<file path="src/hw/rtl/npe_ram.sv">
`default_nettype none
// ----------------------------------------------------------------------------
// Generic RAM
// One write port and one read port with registered read data.
// ----------------------------------------------------------------------------
module npe_ram #(
  parameter int unsigned Width = 32,
  parameter int unsigned Depth = 64
) (
  input  wire logic                     clk_i,
  input  wire logic                     we_i,
  input  wire logic [$clog2(Depth)-1:0] waddr_i,
  input  wire logic [Width-1:0]         wdata_i,
  input  wire logic [$clog2(Depth)-1:0] raddr_i,
  output      logic [Width-1:0]         rdata_o
);

  logic [Width-1:0] mem_q [Depth];

  always_ff @(posedge clk_i) begin
    if (we_i) begin
      mem_q[waddr_i] <= wdata_i;
    end
    rdata_o <= mem_q[raddr_i];
  end

endmodule
`default_nettype wire

</file>
<file path="config.mk">
export PLATFORM = sky130hd
export DESIGN_NAME = npe_ram
export DESIGN_NICKNAME = d
export VERILOG_FILES = /design/src/hw/rtl/npe_ram.sv
export SDC_FILE = /design/constraint.sdc
export NUM_CORES = 2
export LEC_CHECK = 0
export BUFFER_PORTS_ARGS = -buffer_cell sky130_fd_sc_hd__buf_4
export CORE_AREA = 5 5 597 304
export DETAILED_ROUTE_END_ITERATION = 7
export DIE_AREA = 0 0 602 309
export SYNTH_ARGS = -nofsm -noshare
export SYNTH_HDL_FRONTEND = slang
export SYNTH_SLANG_ARGS = --single-unit
</file>
<file path="constraint.sdc">
create_clock -name clk_i -period 3.8 [get_ports clk_i]
set_clock_uncertainty 0.1 [all_clocks]
set_input_delay 0.38 -clock clk_i [delete_from_list [all_inputs] [get_ports clk_i]]
set_output_delay 0.38 -clock clk_i [all_outputs]
set_load 0.02 [all_outputs]
</file>
* After elaboration in Yosys (flattened, before gate mapping)
Memories as Yosys holds them, arrays and structs flattened. A register that Yosys moved wholly into a read port is not among the register bits.
Index checks and enable logic that the tools add are counted.
** Word-level totals
- Register bits after elaboration :: 0
- Latch bits :: 0
- Memory bits (writable) :: 2048
- Bits in read-only memories :: 0
- Input port bits :: 46
- Output and inout port bits :: 32
- Memories kept :: 1
** Cells by class
- Add/subtract/negate cells :: 0
- Multipliers :: 0
- Div/mod/pow operators :: 0
- Magnitude comparators :: 0
- Eq/ne operators :: 0
- Shift-type cells :: 0
- Muxes and demuxes :: 2
- Bitwise gates (word level) :: 0
- Reductions and logical operators :: 0
** Memory list
- mem_q :: words 64, bits a word 32, read ports 1, clocked after memory_dff 1, write ports 1, line 18 : logic [Width-1:0] mem_q [Depth];
** Operators with widths (number)
- $mux 1 :: 2

* Depth between registers and ports, before layout
- Depth after elaboration :: 2
- Mapped depth :: 10
- Mapped depth without buffers :: 5

* Worst setup path after synthesis
OpenSTA, ideal clock, no wires.
- Kind :: input-to-reg
- Start point :: input port waddr_i[3]
- End point :: memory mem_q[48][0], enable pin
- Setup time :: 0.461 ns
- Arrival time :: 3.079 ns
- Data required time :: 3.239 ns
- Slack :: 0.160 ns
- Stages on the path :: 4
- Buffers on the path :: 1
- Cell sequence :: clkbuf_1 nor2b_1 nand4b_1 nor3_1
** RTL lines
- start, declared :: line 12 : input wire logic [$clog2(Depth)-1:0] waddr_i,
- end, declared :: line 18
No word-level cell before the write port.

==> reports/results.txt <==
outcome -> finished, final reports clean
unrepaired setup endpoints after global routing -> no
pin count of the biggest net entering global routing -> 65
setup violators final -> 0
number of DRC markers in iteration 0 -> 5251
vias in the first global route -> 36900
Crit Path Max Fanout -> 21
layout cells sized above 1 -> 0.3043
die height -> 309 um
IO buf count -> 77
Worst Reg-to-Reg Cells -> 4
Worst-Skew Late Latency -> 0.81 ns
vias per inst -> 6.277
htree depth -> 4
CTS tree -> done
via count -> 38170
Inst Count DP -> 5759
Final Util -> 0.5093
clk slew on worst S/H paths -> 0.07 ns
Final Routed Wirelength -> 217900 um
Hold Path Cell Cnt -> 1
number of placement rows -> 109
Worst Setup End Kind -> flip-flop
Avg WL per Cell -> 35.83 um
share of the synthesized area in the top cell type -> 0.7833
Comb pwr share -> 0.054
area of the multi-input gates -> 15970 um2
placer congestion estimate -> 0.8002
Placed Area -> 83750 um2
final worst path period need -> 2.729 ns
die area -> 186000 um2
worst min path class -> in2reg
# Post-CTS Setup Buffers -> 0
Detailed Place HPWL -> 127600 um
Post-CTS Hold Fix Bufs -> 7
crit start category -> primary input
Max Clock Freq -> 0.3665 GHz
root buffer cell -> clkbuf_16
Die X -> 602 um
register bit total from synthesis -> 2080
Syn-to-layout area delta -> 13.76%
sequential area share after synthesis -> 0.7914
drt first pass iters -> 5
total negative slack -> 0 ns
Reg area -> 62140 um2
static leakage -> 27.70 nW
Starting Density -> 0.4477
global-route wire length before repair -> 302200 um
Reg power frac -> 0.557
Synth area leader -> edfxtp_1
post-cts resize count -> 0
Finished Cell Area -> 89320 um2
Yosys Warn Count -> 0
max cap viols -> 0
worst endpoint required time -> 4.40 ns
total track usage -> 0.2322
Hold WS -> 0.01512 ns
Final nets -> 3661
cts bufs inserted -> 178
Longest Clk Path Bufs -> 4
power per cell area -> 513.4 nW/um2
Syn Nets -> 3370
largest cells by area after synthesis -> edfxtp_1 (78%), mux4_2 (16%), mux2i_1 (1.2%)
non-filler instance count after layout -> 6081
Internal -> 36.01 mW
peak supply drop -> 0.0004369 V
Final Hold Vio Count -> 0
Psw -> 9.842 mW
worst slew pin tran -> 0.9208 ns
Clock Sinks -> 2080
ant diodes -> 0
crit share post-route -> 0.7181
sw frac -> 0.2146
Fill cells -> 13590
Ports -> 78
Mapped Cells -> 3324
Post-DRT Antenna Nets -> 0
initial antenna violation count -> 9
Synth cell types -> 34
crit path DAT -> 3.33 ns
Core Region -> 175400 um2
syn avg cell area -> 23.62 um2
Slew Limit Fails -> 0
Remaining Overflow, GRT -> 0
# DRC -> 0
Crit Path Category -> in2reg
clock network fraction of total power -> 0.389
Rel. slew slack -> 0.3861
area of the mapped netlist -> 78520 um2
[power by group through the flow]
| stage | sequential [mW] | clock, mW | combinational, mW |
|---|---|---|---|
| finish | 25.5 | 17.8 | 2.49 |
| global route | 25.5 | 19.1 | 2.62 |
| CTS | 25.5 | 18.1 | 2.50 |
| detailed placement | 26.0 | 0 | 2.49 |
| global placement | 26.0 | 0 | 2.46 |
| floorplan | 26.0 | 0 | 1.24 |
[sequential cells by signal (all words and copies together), names as in the netlist]
register and count:
rdata_o 32, mem_q 2048
[cell families (layout without fill, tap and decap cells)]
| logic type | count (synthesis) | in the layout | synth area share |
|---|---|---|---|
| flops | 2080 | 2080 | 0.7914 |
| mux | 637 | 637 | 0.1679 |
| simple gates | 223 | 223 | 0.01265 |
| compound gates | 202 | 202 | 0.01673 |
| buf+inv | 182 | 608 | 0.01128 |
[Yosys cell counts, drive strengths merged]
library cell     n
buf            108
nand2b           8
a41o             4
nor3             7
a21oi           62
a22oi           12
mux4           544
nand3            5
a311oi           8
a31oi            1
o22ai           84
edfxtp        2048
clkbuf          74
or3b             5
nor2b           15
or2              3
o221ai          27
dfxtp           32
nand4b           1
nand4            2
or3              3
nand2           26
mux2i           93
and3             4
nor2           137
and2             2
nand3b           5
o32ai            4
[layout make-up]
type | instances | share of cell area
Clock buffer | 222 | 0.05287
Clock inverter | 93 | 0.008629
Multi-Input combinational cell | 1062 | 0.1788
Sequential cell | 2080 | 0.6957
Tap cell | 2331 | 0.03265
Timing Repair Buffer | 293 | 0.03128
[final timing paths]
kind                                    start            end  slack (ns)
worst max-delay path               raddr_i[5]     rdata_o[5]        1.07
worst min-delay path              wdata_i[29]  mem_q[61][29]        0.02
worst max register to register  mem_q[44][12]    rdata_o[12]        1.43
worst min register to register   mem_q[12][4]     rdata_o[4]        0.66
[stage by stage]
stage	setup slack (ns)	total power [mW]
after detailed placement	0.4409	28.53
after floorplan	0.1602	27.23
final	1.071	45.86
after global placement	0.3817	28.51
after global routing	1.153	47.28
after CTS	1.198	46.14
[worst max-delay path, cell delays in order]
cell and delay [ns]:
dlygate4sd3_1 0.54, buf_4 0.31, nand2b_2 0.80, o221ai_1 0.26
a21oi_1 0.53, a21oi_1 0.22, nor2_1 0.25
[routing by layer]
metal  global-route usage  share of wire  vias to the layer above
met5                    0       0.000060                        -
met4              0.03587          0.015                        2
met3              0.06660           0.12                      241
met2               0.3137           0.41                     2356
met1               0.3795           0.45                    20740
li1                     -              -                    14830
[cell usage in the layout, fill, tap and decap left out, types with 14 or more instances in the layout]
cell,count
nor2b_1,14
o22ai_1,84
clkbuf_1,36
nand2_1,26
buf_12,44
o221ai_1,27
dfxtp_1,32
a21oi_1,62
mux4_2,544
clkinv_1,39
nor2_1,74
nor2_4,62
buf_4,238
edfxtp_1,2048
clkinv_2,34
mux2i_1,93
clkbuf_16,180
(Power assumes the default switching activity.)
