File: src/hw/rtl/npe_pkg.sv
`default_nettype none
// ----------------------------------------------------------------------------
// N-body energy package
// Types, command and status groups and constants shared by the energy block.
// ----------------------------------------------------------------------------
package npe_pkg;

  localparam int unsigned StepW     = 6;
  localparam int unsigned SqSteps   = 3;
  localparam int unsigned SqrtSteps = 34;
  localparam int unsigned DivSteps  = 48;
  localparam int unsigned MulSteps  = 4;

  localparam logic [31:0] GravReset = 32'h0001_0000;
  localparam logic [47:0] PotLimit  = 48'h8000_0000_0000;

  typedef struct packed {
    logic [31:0]        mass;
    logic signed [31:0] pos_x;
    logic signed [31:0] pos_y;
    logic signed [31:0] pos_z;
    logic [31:0]        speed_sq;
    logic               last_particle;
  } npe_in_t;

  typedef struct packed {
    logic [47:0]        kinetic;
    logic signed [47:0] potential;
    logic               saturated;
    logic               last_result;
  } npe_out_t;

  typedef struct packed {
    logic [31:0] mass;
    logic [31:0] pos_x;
    logic [31:0] pos_y;
    logic [31:0] pos_z;
    logic [31:0] speed_sq;
  } npe_rec_t;

  typedef struct packed {
    logic             lat_i;
    logic             lat_j;
    logic             sq_en;
    logic             coinc_set;
    logic             sqrt_init;
    logic             sqrt_en;
    logic             div_init;
    logic             div_en;
    logic             acc_en;
    logic             gm_en;
    logic             mul_en;
    logic             emit;
    logic             last;
    logic [StepW-1:0] step;
  } npe_cmd_t;

  typedef struct packed {
    logic sos_zero;
    logic out_free;
  } npe_status_t;

  function automatic logic [32:0] abs_diff(input logic [31:0] a, input logic [31:0] b);
    logic [32:0] d;
    d = {a[31], a} - {b[31], b};
    return d[32] ? (~d + 33'd1) : d;
  endfunction

endpackage
`default_nettype wire

File: src/hw/rtl/npe_ctrl.sv
`default_nettype none
// ----------------------------------------------------------------------------
// N-body energy controller
// Sequences loading, pair iteration and result emission.
// ----------------------------------------------------------------------------
module npe_ctrl
  import npe_pkg::*;
#(
  parameter int unsigned MaxParticles = 64
) (
  input  wire logic                            clk_i,
  input  wire logic                            rst_ni,
  input  wire logic                            in_valid_i,
  input  wire logic                            in_last_i,
  output      logic                            in_stall_o,
  output      logic                            wr_en_o,
  output      logic [$clog2(MaxParticles)-1:0] wr_addr_o,
  output      logic [$clog2(MaxParticles)-1:0] rd_addr_o,
  output      npe_cmd_t                        cmd_o,
  input  wire npe_status_t                     status_i
);

  localparam int unsigned IdxW = $clog2(MaxParticles);
  localparam int unsigned CntW = $clog2(MaxParticles + 1);
  localparam logic [CntW-1:0] MaxCnt = CntW'(MaxParticles);

  typedef enum logic [13:0] {
    StLoad = 14'b00000000000001,
    StRdI  = 14'b00000000000010,
    StLatI = 14'b00000000000100,
    StRdJ  = 14'b00000000001000,
    StLatJ = 14'b00000000010000,
    StSq   = 14'b00000000100000,
    StChk  = 14'b00000001000000,
    StSqrt = 14'b00000010000000,
    StDvi  = 14'b00000100000000,
    StDiv  = 14'b00001000000000,
    StAcc  = 14'b00010000000000,
    StFin  = 14'b00100000000000,
    StMul  = 14'b01000000000000,
    StEmit = 14'b10000000000000
  } state_e;

  state_e           state_q, state_d;
  logic [CntW-1:0]  n_q, n_d;
  logic [IdxW-1:0]  i_q, i_d;
  logic [CntW-1:0]  j_q, j_d;
  logic [StepW-1:0] step_q, step_d;
  logic             in_acc;

  assign in_acc     = in_valid_i && (state_q == StLoad);
  assign in_stall_o = (state_q != StLoad);
  assign wr_en_o    = in_acc;
  assign wr_addr_o  = n_q[IdxW-1:0];
  assign rd_addr_o  = (state_q == StRdI) ? i_q : j_q[IdxW-1:0];

  always_comb begin
    state_d = state_q;
    n_d     = n_q;
    i_d     = i_q;
    j_d     = j_q;
    step_d  = step_q;
    cmd_o   = '0;
    cmd_o.step = step_q;
    cmd_o.last = (CntW'(i_q) + CntW'(1)) == n_q;
    case (state_q)
      StLoad: begin
        if (in_acc) begin
          n_d = n_q + CntW'(1);
          if (in_last_i || (n_q + CntW'(1)) == MaxCnt) begin
            i_d     = '0;
            state_d = StRdI;
          end
        end
      end
      StRdI: begin
        state_d = StLatI;
      end
      StLatI: begin
        cmd_o.lat_i = 1'b1;
        j_d         = '0;
        state_d     = StRdJ;
      end
      StRdJ: begin
        if (j_q == n_q) begin
          state_d = StFin;
        end else if (j_q[IdxW-1:0] == i_q) begin
          j_d = j_q + CntW'(1);
        end else begin
          j_d     = j_q + CntW'(1);
          step_d  = '0;
          state_d = StLatJ;
        end
      end
      StLatJ: begin
        cmd_o.lat_j = 1'b1;
        state_d     = StSq;
      end
      StSq: begin
        cmd_o.sq_en = 1'b1;
        step_d      = step_q + StepW'(1);
        if (step_q == StepW'(SqSteps - 1)) begin
          state_d = StChk;
        end
      end
      StChk: begin
        step_d = '0;
        if (status_i.sos_zero) begin
          cmd_o.coinc_set = 1'b1;
          state_d         = StRdJ;
        end else begin
          cmd_o.sqrt_init = 1'b1;
          state_d         = StSqrt;
        end
      end
      StSqrt: begin
        cmd_o.sqrt_en = 1'b1;
        step_d        = step_q + StepW'(1);
        if (step_q == StepW'(SqrtSteps - 1)) begin
          state_d = StDvi;
        end
      end
      StDvi: begin
        cmd_o.div_init = 1'b1;
        step_d         = '0;
        state_d        = StDiv;
      end
      StDiv: begin
        cmd_o.div_en = 1'b1;
        step_d       = step_q + StepW'(1);
        if (step_q == StepW'(DivSteps - 1)) begin
          state_d = StAcc;
        end
      end
      StAcc: begin
        cmd_o.acc_en = 1'b1;
        state_d      = StRdJ;
      end
      StFin: begin
        cmd_o.gm_en = 1'b1;
        step_d      = '0;
        state_d     = StMul;
      end
      StMul: begin
        cmd_o.mul_en = 1'b1;
        step_d       = step_q + StepW'(1);
        if (step_q == StepW'(MulSteps - 1)) begin
          state_d = StEmit;
        end
      end
      StEmit: begin
        if (status_i.out_free) begin
          cmd_o.emit = 1'b1;
          if ((CntW'(i_q) + CntW'(1)) == n_q) begin
            n_d     = '0;
            state_d = StLoad;
          end else begin
            i_d     = i_q + IdxW'(1);
            state_d = StRdI;
          end
        end
      end
      default: begin
        state_d = StLoad;
      end
    endcase
  end

  always_ff @(posedge clk_i or negedge rst_ni) begin
    if (!rst_ni) begin
      state_q <= StLoad;
      n_q     <= '0;
      i_q     <= '0;
      j_q     <= '0;
      step_q  <= '0;
    end else begin
      state_q <= state_d;
      n_q     <= n_d;
      i_q     <= i_d;
      j_q     <= j_d;
      step_q  <= step_d;
    end
  end

`ifndef SYNTHESIS
  a_emit_free: assert property (@(posedge clk_i) disable iff (!rst_ni)
    cmd_o.emit |-> status_i.out_free)
    else $error("Result emitted while the output register was occupied.");

  a_no_self_pair: assert property (@(posedge clk_i) disable iff (!rst_ni)
    (state_q == StRdJ && state_d == StLatJ) |-> (j_q[IdxW-1:0] != i_q))
    else $error("A particle was paired with itself.");

  a_count_bound: assert property (@(posedge clk_i) disable iff (!rst_ni)
    n_q <= MaxCnt)
    else $error("Particle count exceeds the store depth.");
`endif

endmodule
`default_nettype wire

File: config.mk
export PLATFORM = sky130hd
export DESIGN_NAME = npe_ctrl
export DESIGN_NICKNAME = d
export VERILOG_FILES = /design/src/hw/rtl/npe_pkg.sv /design/src/hw/rtl/npe_ctrl.sv
export SDC_FILE = /design/constraint.sdc
export NUM_CORES = 1
export LEC_CHECK = 0
export BUFFER_PORTS_ARGS = -buffer_cell sky130_fd_sc_hd__clkbuf_2
export CAP_MARGIN = 25
export CORE_ASPECT_RATIO = 0.6
export CORE_MARGIN = 1
export CORE_UTILIZATION = 45
export DETAILED_ROUTE_END_ITERATION = 8
export GPL_TIMING_DRIVEN = 1
export PLACE_DENSITY = 0.76
export SKIP_CTS_REPAIR_TIMING = 1
export SYNTH_ARGS = -nofsm -noshare
export SYNTH_HDL_FRONTEND = slang
export SYNTH_SLANG_ARGS = --single-unit
File: constraint.sdc
create_clock -name clk_i -period 6.91 [get_ports clk_i]
set_clock_uncertainty 0.1 [all_clocks]
set_input_delay 0.3455 -clock clk_i [delete_from_list [all_inputs] [get_ports clk_i]]
set_output_delay 0.3455 -clock clk_i [all_outputs]
set_load 0.01 [all_outputs]
# Word level (Yosys, flattened, before mapping)
# Cells that the tools add are included.
[totals]
register_bits = 40
input_bits = 6
out_inout_bits = 33
wordCells = 99
[op_classes]
addsub = 5
eq_ne = 35
mux = 41
reduce_logical = 13
[ops]
columns = ["op", "count"]
rows = [
  ["$pmux 14 s13", 1],
  ["$mux 14", 9],
  ["$mux 6", 7],
  ["$mux 7", 4],
  ["$pmux 7 s2", 2],
  ["$ne 2x2->1 const B", 10],
  ["$pmux 6 s3", 1],
  ["$add 7x1->7 const B", 2],
  ["$eq 14x1->1 const B", 1],
  ["$eq 14x10->1 const B", 1],
  ["$eq 14x11->1 const B", 1],
  ["$eq 14x12->1 const B", 1],
  ["$eq 14x13->1 const B", 1],
  ["$eq 14x14->1 const B", 1],
  ["$eq 14x2->1 const B", 1],
  ["$eq 14x3->1 const B", 1],
  ["$eq 14x4->1 const B", 1],
  ["$eq 14x5->1 const B", 1],
  ["$eq 14x6->1 const B", 1],
  ["$eq 14x7->1 const B", 1],
  ["$eq 14x8->1 const B", 1],
  ["$eq 14x9->1 const B", 1],
  ["$eq 7x7->1", 2],
  ["$ne 14x1->1 const B", 1],
  ["other kinds (24)", 41],
]

# Depth between registers and ports, before layout
[depth]
ltp_word = 6
depth_mapped = 9
depth_no_buf = 7

# Worst setup path after synthesis
# No wires, ideal clock.
[synth_path]
kind = "reg-to-reg"
startpoint = "reg state_q[5]"
endpoint = "reg state_q[13]"
setup_time_ns = 0.132
arrival_ns = 2.251
required_time_ns = 6.678
setup_slack_ns = 4.428
stages_incl_launch_ff = 9
n_path_buf = 2
period_less_slack_ns = 2.482
cell_sequence = "dfrtp_1 > buf_6 > or4_4 > or3_1 > buf_2 > nor3_1 > o21ai_0 > nand4_1 > o22ai_1"
[synth_between]
elab_chain_len = 4
elab_cells_between_ends = 26
cone_classes = "eq/ne: 22; mux: 1; reduce/logical: 3"
[synth_lines]
columns = ["item", "line_no", "source"]
rows = [
  ["start, declared", "npe_ctrl.sv:44", "state_e state_q, state_d;"],
  ["start signal, assigned", "npe_ctrl.sv:171", "state_q <= StLoad;"],
  ["start signal, assigned", "npe_ctrl.sv:177", "state_q <= state_d;"],
  ["$eq 14x1->1", "npe_ctrl.sv:51, npe_ctrl.sv:66", ""],
  ["$logic_and 1x1->1", "npe_ctrl.sv:51", "assign in_acc = in_valid_i && (state_q == StLoad);"],
  ["$ne 2x2->1 (no source line)", "--", ""],
  ["$reduce_and 8->1 (no source line)", "--", ""],
]
# Several ways; a longest one is shown, not always the timed one.
# A chain may end at the register's enable or synchronous reset.

# Worst setup path after layout
[layout_path]
startpoint = "reg state_q[5]"
endpoint = "reg step_q[3]"
[layout_between]
elab_chain_len = 4
elab_cells_between_ends = 15
cone_classes = "eq/ne: 10; mux: 1; reduce/logical: 4"
[layout_lines]
columns = ["item", "line_no", "source"]
rows = [
  ["$eq 14x13->1, or another cell as far along", "npe_ctrl.sv:66", "case (state_q)"],
  ["$reduce_or 4->1 (no source line) / $reduce_or 3->1 (equally long branches)", "--", ""],
  ["$reduce_bool 3->1 (no source line)", "--", ""],
  ["$reduce_and 3->1 (no source line)", "--", ""],
  ["end signal, assigned", "npe_ctrl.sv:181", "step_q <= step_d;"],
  ["end, declared", "npe_ctrl.sv:48", "logic [StepW-1:0] step_q, step_d;"],
]
# Several ways; a longest one is shown, not always the timed one.

==> impl_metrics.ini <==
[critical_path]
critPathSlowestCell = o2111ai_1
endpoint_kind = register
arrival_ns = 3.29
slowest_delay_ns = 0.64
cp_max_fo = 13
critical_path_class = reg2reg
start_kind = register
worstPathCellList = or4_4, nor3_1, o2111ai_1, o2111a_2, o21ai_1, o31ai_1
required_ns = 6.99

[clocking]
root_buffer = clkbuf_8
cts_made_buffers = 5
clkTransAtPathRegs_ns = 0.08
clkLatencyLatePin_ns = 0.30
clockBufferDepth = 2
cts_num_sinks = 40
htreeDepth = 2
cts_tree = yes

[final_layout]
multi_input_area_sq_mm = 0.00180
layout_common_cells = nand2_1, dfrtp_1, clkbuf_2
fin_nets = 388
ff_latch_area_sq_mm = 0.00100
layout-drive-gt1-share_pct = 17.8
antennaDiodeCount = 0
nFillCells = 574
area_growth_pct = 9.00

[placed_design]
portBuffers = 38
gp_congestion = 0.891
hpwl_um = 6140

[routing]
via_per_inst = 6.21
ant_nets = 0
routed_wl_um = 8160
routedWlPerCell_um = 17.7
drc = 0
num_vias = 2863
first_iter_violations = 303
dr.pass1.iters = 4

[timing]
tns_ns = 0
hold_viol = 0
rsz0062_at_grt = no
relSlewSlack_pct = 32.6
setup_viol = 0
layout_min_cycle_time_ns = 3.21
max_slew.worst_pin.slew_ns = 1.01
layout_worst_path_cycle_share_pct = 46.5
max_freq_mhz = 311
slew_viol_final = 0

[grt]
antenna_found_initial = 0
grt_pass1_vias = 2599
gr-total-overflow = 0
grt_use_total_pct = 24.6
grt_pass1_wl_um = 13400
grt_max_degree = 24

[synth]
synth_cell_types = 71
syn-cell-area_sq_mm = 0.00300
ys_warn_count = 0
ys.flop_type = dfrtp_1
avgSynthCellArea_sq_um = 8.37
synth_seq_area_share_pct = 33.4
synth_seq_cells = 40
synthCells = 359
synth_edf_count = 0
syn-num-nets = 371
async_flop_share_pct = 100

[power]
ir_drop_uv = 87.6
p_int_w = 0.000439
total_power_w = 0.000733
p_switching_w = 0.000294
p_clk_share_pct = 22.7
pwr-share-seq_pct = 42.3
netSwitchingFraction_pct = 40.1
comb_power_share_pct = 35.0
power_density_mw_per_mm2 = 224
leakage_nw = 1.59

[floorplan]
coreArea_sq_mm = 0.00628
die_area_sq_mm = 0.00702
die_y_um = 65.3
num_io_pins = 39
rows = 22
initial_core_util_pct = 47.9
fp.dieW_um = 107

[run_status]
status = complete, no violations

[worst_hold_path]
hold_path_class = in2reg

[job]
max_cap_violations = 0
-- power groups by stage --
stage | logic, W | clock network (W) | registers (W)
finish | 0.000257 | 0.000166 | 0.000310
global route | 0.000281 | 0.000178 | 0.000315
CTS | 0.000249 | 0.000168 | 0.000309
detailed placement | 0.000247 | 0 | 0.000313
global placement | 0.000239 | 0 | 0.000312
floorplan | 0.000213 | 0 | 0.000284
-- worst paths after layout --
path                            cells after the start                   start                 endpoint  slack [ns]
worst max-delay path                                6  state_q[5]$_DFFE_PN0P_    step_q[3]$_DFFE_PN0P_        3.70
max in group asynchronous                           3                  rst_ni   state_q[0]$_DFFE_PN1P_        5.69
min in group asynchronous                           2                  rst_ni    step_q[1]$_DFFE_PN0P_        0.43
worst min register to register                      1   step_q[2]$_DFFE_PN0P_    step_q[2]$_DFFE_PN0P_        0.48
worst max register to register                      6  state_q[5]$_DFFE_PN0P_    step_q[3]$_DFFE_PN0P_        3.70
worst min-delay path                                2             status_i[0]  state_q[13]$_DFFE_PN0P_        0.22
-- per-layer routing --
metal,up-vias,track usage [%],share of wire (%)
met5,-,0,0
met4,0,5.14,0.80
met3,7,5.95,8.6
met2,139,34.4,41
met1,1388,37.8,50
li1,1329,-,-
-- synthesized netlist by cell type (all sizes together) (3+ instances only) --
library cell / number / area share (%)
o41ai: 3 / 0.87
a211o: 4 / 1.2
dfrtp: 39 / 32
o2bb2ai: 3 / 0.87
nor3b: 4 / 1.0
or3: 3 / 0.62
clkbuf: 18 / 2.2
nor4b: 4 / 1.2
or2: 4 / 0.83
o21ai: 19 / 3.2
xnor2: 15 / 4.4
a21oi: 9 / 1.5
nand2b: 6 / 1.2
xor2: 10 / 2.9
inv: 13 / 1.6
nor2: 23 / 3.0
ha: 6 / 2.5
nor3: 11 / 1.8
and2: 4 / 0.83
nor4: 8 / 2.9
nor2b: 4 / 1.1
o31ai: 3 / 0.75
a21o: 9 / 2.2
and3: 9 / 1.9
nand3: 22 / 3.7
buf: 13 / 2.8
or4: 3 / 0.92
nand2: 40 / 5.1
nand4: 9 / 1.9
nand3b: 4 / 1.0
-- kinds of logic after synthesis --
kind of cell	after synthesis	synth area share [%]
simple gates	167	31.5
compound gates	75	17.8
buf+inv	44	6.71
flops	40	33.4
xor+xnor	25	7.29
fa+ha+maj	6	2.50
mux	2	0.874
-- state kept, by name (all words and copies together) (netlist names) --
register / flops
step_q: 6
state_q: 14
j_q: 7
n_q: 7
i_q: 6
-- metrics by stage --
stage          hold WS (ns)  instances  setup slack [ns]  utilization, %  cell area, sq um
2_1_floorplan       -0.0501        359              4.43               -              3000
6_report              0.223        461              3.70            52.2              3270
5_1_grt               0.246        461              3.52            52.2              3270
3_3_place_gp          0.459        450              3.69            50.1              3150
4_1_cts             -0.0894        459              3.50            51.9              3260
3_5_place_dp          0.232        451              3.52            50.5              3170
-- area by class of cell --
cell class	count	area share (%)
clock buffers	6	2.52
flip-flops and latches	40	30.6
repair buffers	41	6.88
multi-input cells	275	55.0
clock inverters	2	0.306
well taps	84	3.21
inverters	13	1.49
-- critical path: cells and delay by family, from the launching register on --
kind | cells | cell delay [ns]
compound gates | 4 | 1.39
simple gates | 2 | 1.11
flops | 1 | 0.48
Note: power is estimated with default switching activity, not from simulation.
